**config.mk**
```make
export PLATFORM = sky130hd
export DESIGN_NAME = e2r_cell
export DESIGN_NICKNAME = d
export VERILOG_FILES = /design/src/rtl/e2r_pkg.sv /design/src/rtl/e2r_cell.sv
export SDC_FILE = /design/constraint.sdc
export NUM_CORES = 2
export LEC_CHECK = 0
export BUFFER_PORTS_ARGS = -buffer_cell sky130_fd_sc_hd__buf_4
export CORE_MARGIN = 5
export CORE_UTILIZATION = 55
export DETAILED_ROUTE_END_ITERATION = 10
export PLACE_DENSITY = 0.76
export SLEW_MARGIN = 20
export SYNTH_ARGS = -nofsm -noshare
export SYNTH_HDL_FRONTEND = slang
export SYNTH_SLANG_ARGS = --single-unit
```
**constraint.sdc**
```tcl
create_clock -name clock -period 19.2 [get_ports clock]
set_clock_uncertainty 0.1 [all_clocks]
set_input_delay 0 -clock clock [delete_from_list [all_inputs] [get_ports clock]]
set_output_delay 0 -clock clock [all_outputs]
set_load 0.02 [all_outputs]
```
**src/rtl/e2r_pkg.sv**
```systemverilog
// Package: constants, types and helpers for the Euler-to-rotation block.
package e2r_pkg;
   localparam int STEPS = 24;
   localparam int ZW = 34;   // angle in Q.30 over the full range
   localparam int XW = 33;   // CORDIC x/y, Q.30 with headroom
   localparam logic signed [ZW-1:0] PI_Q30 = 34'sd3373259426;
   localparam logic signed [ZW-1:0] HALF_PI_Q30 = 34'sd1686629713;
   localparam logic signed [XW-1:0] GAIN = 33'sh026DD3B6A;
   localparam logic signed [15:0] ONE_Q14 = 16'sd16384;

   typedef struct packed {
      logic signed [XW-1:0] x;
      logic signed [XW-1:0] y;
      logic signed [ZW-1:0] z;
   } cord_type;

   typedef struct packed {
      cord_type r;
      cord_type p;
      cord_type w;
   } trio_type;

   function automatic logic signed [ZW-1:0] atan_q30(input logic [4:0] i);
      case (i)
         5'd0: atan_q30 = 34'sh03243F6A8;
         5'd1: atan_q30 = 34'sh01DAC6705;
         5'd2: atan_q30 = 34'sh00FADBAFC;
         5'd3: atan_q30 = 34'sh007F56EA6;
         5'd4: atan_q30 = 34'sh003FEAB76;
         5'd5: atan_q30 = 34'sh001FFD55B;
         5'd6: atan_q30 = 34'sh000FFFAAA;
         5'd7: atan_q30 = 34'sh0007FFF55;
         5'd8: atan_q30 = 34'sh0003FFFEA;
         5'd9: atan_q30 = 34'sh0001FFFFD;
         5'd10: atan_q30 = 34'sh0000FFFFF;
         5'd11: atan_q30 = 34'sh00007FFFF;
         5'd12: atan_q30 = 34'sh00003FFFF;
         5'd13: atan_q30 = 34'sh00001FFFF;
         5'd14: atan_q30 = 34'sh00000FFFF;
         5'd15: atan_q30 = 34'sh000007FFF;
         5'd16: atan_q30 = 34'sh000003FFF;
         5'd17: atan_q30 = 34'sh000001FFF;
         5'd18: atan_q30 = 34'sh000000FFF;
         5'd19: atan_q30 = 34'sh0000007FF;
         5'd20: atan_q30 = 34'sh0000003FF;
         5'd21: atan_q30 = 34'sh0000001FF;
         5'd22: atan_q30 = 34'sh0000000FF;
         5'd23: atan_q30 = 34'sh00000007F;
         default: atan_q30 = '0;
      endcase
   endfunction

   function automatic logic signed [15:0] clamp16(input logic signed [47:0] v);
      if (v > 48'sd16384) clamp16 = ONE_Q14;
      else if (v < -48'sd16384) clamp16 = -ONE_Q14;
      else clamp16 = v[15:0];
   endfunction
endpackage

```
**src/rtl/e2r_cell.sv**
```systemverilog
// One CORDIC micro-rotation for all three angles, registered.
module e2r_cell (
   input  logic                clock,
   input  logic                en,
   input  logic [4:0]          shift,
   input  e2r_pkg::trio_type   d_in,
   input  logic [2:0]          neg_in,
   output e2r_pkg::trio_type   d_out,
   output logic [2:0]          neg_out
);
   import e2r_pkg::*;

   function automatic cord_type rot(input cord_type c, input logic [4:0] s);
      cord_type o;
      logic signed [ZW-1:0] a;
      a = atan_q30(s);
      if (!c.z[ZW-1]) begin
         o.x = c.x - (c.y >>> s);
         o.y = c.y + (c.x >>> s);
         o.z = c.z - a;
      end else begin
         o.x = c.x + (c.y >>> s);
         o.y = c.y - (c.x >>> s);
         o.z = c.z + a;
      end
      return o;
   endfunction

   trio_type d_ff;
   logic [2:0] neg_ff;

   always_ff @(posedge clock) begin
      if (en) begin
         d_ff.r <= rot(d_in.r, shift);
         d_ff.p <= rot(d_in.p, shift);
         d_ff.w <= rot(d_in.w, shift);
         neg_ff <= neg_in;
      end
   end
   assign d_out = d_ff;
   assign neg_out = neg_ff;
endmodule

```
==> impl_metrics.env <==
export IMPL_fp_dieW_microns=290
export IMPL_hold_viol_final=0
export IMPL_portBuffers=612
export IMPL_yosys_area_top_type_share_pct=21.1
export IMPL_yosysMostFrequentCell="a21oi_1"
export IMPL_drt_first_iter_violations=5970
export IMPL_irDropWorstVdd_mv=0.0745
export IMPL_h_tree_depth=2
export IMPL_cp_max_fo=115
export IMPL_initial_core_util_pct=55.6
export IMPL_grt_setup_unrepaired="false"
export IMPL_die_h_microns=290
export IMPL_synth_main_ff_cell="edfxtp_1"
export IMPL_fin_crit_sh_pct=42.8
export IMPL_cp_required_ps=19410
export IMPL_antenna_left=0
export IMPL_cts_resized_gates=0
export IMPL_grt_pass1_wl_mm=267
export IMPL_total_power_mw=4.19
export IMPL_finalSetupTns_ps=0
export IMPL_first_global_vias=43600
export IMPL_slew_headroom_pct=15.9
export IMPL_vias_per_cell=6.86
export IMPL_coreArea_sq_um=77600
export IMPL_tightest_slew_ps=1250
export IMPL_critical_path_class="in -> reg"
export IMPL_ys_ff_latch=303
export IMPL_critPathCaptureType="register"
export IMPL_cts_tree="built"
export IMPL_clkTransAtPathRegs_ps=60
export IMPL_synth_nets=5334
export IMPL_root_buffer="clkbuf_16"
export IMPL_routabilityCongestion=1.08
export IMPL_synth_edf_count=303
export IMPL_cp_start_kind="input pin"
export IMPL_ys_types=122
export IMPL_rows=102
export IMPL_layout_min_cycle_time_ps=8210
export IMPL_syn_to_final_growth_pct=22.2
export IMPL_grt_start_max_net_pins=136
export IMPL_clock_path_buffers=3
export IMPL_fill_cells=6105
export IMPL_critPathArrivalTime_ps=8430
export IMPL_overflow=0
export IMPL_drt_total_wl_mm=181
export IMPL_ctsHoldBuffers=330
export IMPL_numCtsBuffers=36
export IMPL_cap_violations=0
export IMPL_synth_top_area_cell="edfxtp_1"
export IMPL_dr_pass1_iters=7
export IMPL_final_max_slew_violation_count=0
export IMPL_yosys_warnings=0
export IMPL_syn_avg_cell_area_sq_um=9.17
export IMPL_gr_usage_all_layers_pct=40.4
export IMPL_synthCells=4706
export IMPL_powerDensity_nw_per_um2=79.5
export IMPL_finalSetupViolCount=0
export IMPL_die_area_sq_um=84100
export IMPL_pin_count=613
export IMPL_synthesis_area_sq_um=43100
export IMPL_wl_per_cell_microns=27.6
export IMPL_ys_top_cells_by_count="a21oi_1 (420), nor2_1 (417), nand2_1 (337)"
export IMPL_seq_area_sq_um=9100
export IMPL_status="completed"
export IMPL_multi_input_area_sq_um=32300
export IMPL_fmax_mhz=122
export IMPL_hpwl_mm=134
export IMPL_cellLeakagePower_nw=21.7
export IMPL_ys_top_cells_by_area="edfxtp_1 (21%), mux4_2 (12%), ha_1 (9.0%)"
export IMPL_vias=45000
export IMPL_async_flop_share_pct=0
export IMPL_drive_gt1_share_pct=21.1
export IMPL_hp_class="in -> reg"
export IMPL_synth_seq_area_share_pct=21.1
export IMPL_cts_sinks=303
export IMPL_final_nets=6104
export IMPL_post_cts_setup_buffers=0
export IMPL_antenna_found_initial=9
export IMPL_drc=0
[worst paths after layout]
path	start	endpoint	depth (start not counted)
min	d_in[28]	d_out[30]$_DFFE_PP_	4
max	shift[0]	d_out[65]$_DFFE_PP_	24
[flip-flops by register name, summed over array words and instances, names as in the netlist]
name     cells
d_out      300
neg_out      3
[critical path: stages]
cell,delay [ps]
buf_8,580
buf_4,920
buf_12,640
mux4_2,580
mux2i_1,680
mux2i_1,340
mux2i_4,310
ha_1,230
nand2_1,110
nor2_1,220
nor2_1,80
xnor2_1,250
ha_1,330
and4_1,190
a221oi_1,250
o21ai_0,130
a31o_2,280
a211o_1,310
a311oi_1,480
o31ai_1,180
a31o_2,260
a21oi_1,170
xnor2_1,80
dlygate4sd3_1,560
[area by class of cell]
class                           count  share of cell area, %
Inverter                          105                  0.757
Antenna cell                       13                 0.0617
Tap cell                         1040                   2.47
Multi-Input combinational cell   4035                   61.2
Sequential cell                   303                   17.3
Clock inverter                     25                  0.600
Timing Repair Buffer              995                   15.9
Clock buffer                       37                   1.72
[per-layer routing]
| layer | vias up | share of wire (%) | wire length, microns | global-route usage [%] |
|---|---|---|---|---|
| li1 | 19700 | - | - | - |
| met1 | 21200 | 34 | 61600 | 46.0 |
| met2 | 3255 | 47 | 84300 | 67.5 |
| met3 | 867 | 11 | 20700 | 11.4 |
| met4 | 4 | 8.0 | 14400 | 24.5 |
| met5 | - | 0.019 | 34 | 0 |
[where the power goes]
part / leakage [nW] / switching, mW / total (mW) / internal, mW
sequential: 2.97 / 0.0591 / 1.04 / 0.982
combinational: 18.1 / 1.39 / 2.42 / 1.02
clock: 0.596 / 0.299 / 0.736 / 0.437
[cells by family (layout without fill, tap and decap cells)]
logic type | Yosys count | in the layout | synth area share (%)
AO/OA/AOI/OAI | 1445 | 1445 | 22.0
adder cells (fa/ha/maj) | 318 | 318 | 9.38
AND/OR/NAND/NOR | 1275 | 1275 | 14.5
other | 0 | 13 | 0
XOR/XNOR | 450 | 450 | 9.15
flip-flops | 303 | 303 | 21.1
buffers and inverters | 368 | 1162 | 4.13
multiplexers | 547 | 547 | 19.7
[stage by stage]
| stage | std cells | setup WS, ps | hold WS (ps) | cell area, sq um | utilization, % |
|---|---|---|---|---|---|
| after detailed placement | 6148 | 10810 | 79.3 | 48200 | 62.1 |
| after global routing | 6545 | 10550 | 19.1 | 52700 | 67.9 |
| after CTS | 6540 | 11180 | 2.47 | 52700 | 67.9 |
| after floorplan | 4706 | 12730 | -1.13 | 43100 | - |
| after global placement | 6148 | 11010 | 77.9 | 48200 | 62.1 |
| final | 6553 | 10990 | 26.1 | 52700 | 67.9 |
[cells in the final DEF, fill, tap and decap left out, types with 72 or more instances in the layout]
cell type      count
xnor2_1          299
mux2i_1          211
a21o_1           123
o21a_1            72
dlygate4sd3_1    330
a21oi_1          420
nand2_1          337
mux4_2           227
ha_1             309
nor3_1            72
o21ai_0          233
mux2_2           104
nor2_1           414
inv_1            100
xor2_1           150
edfxtp_1         303
buf_4            656
Note: power is estimated with default switching activity, not from simulation.
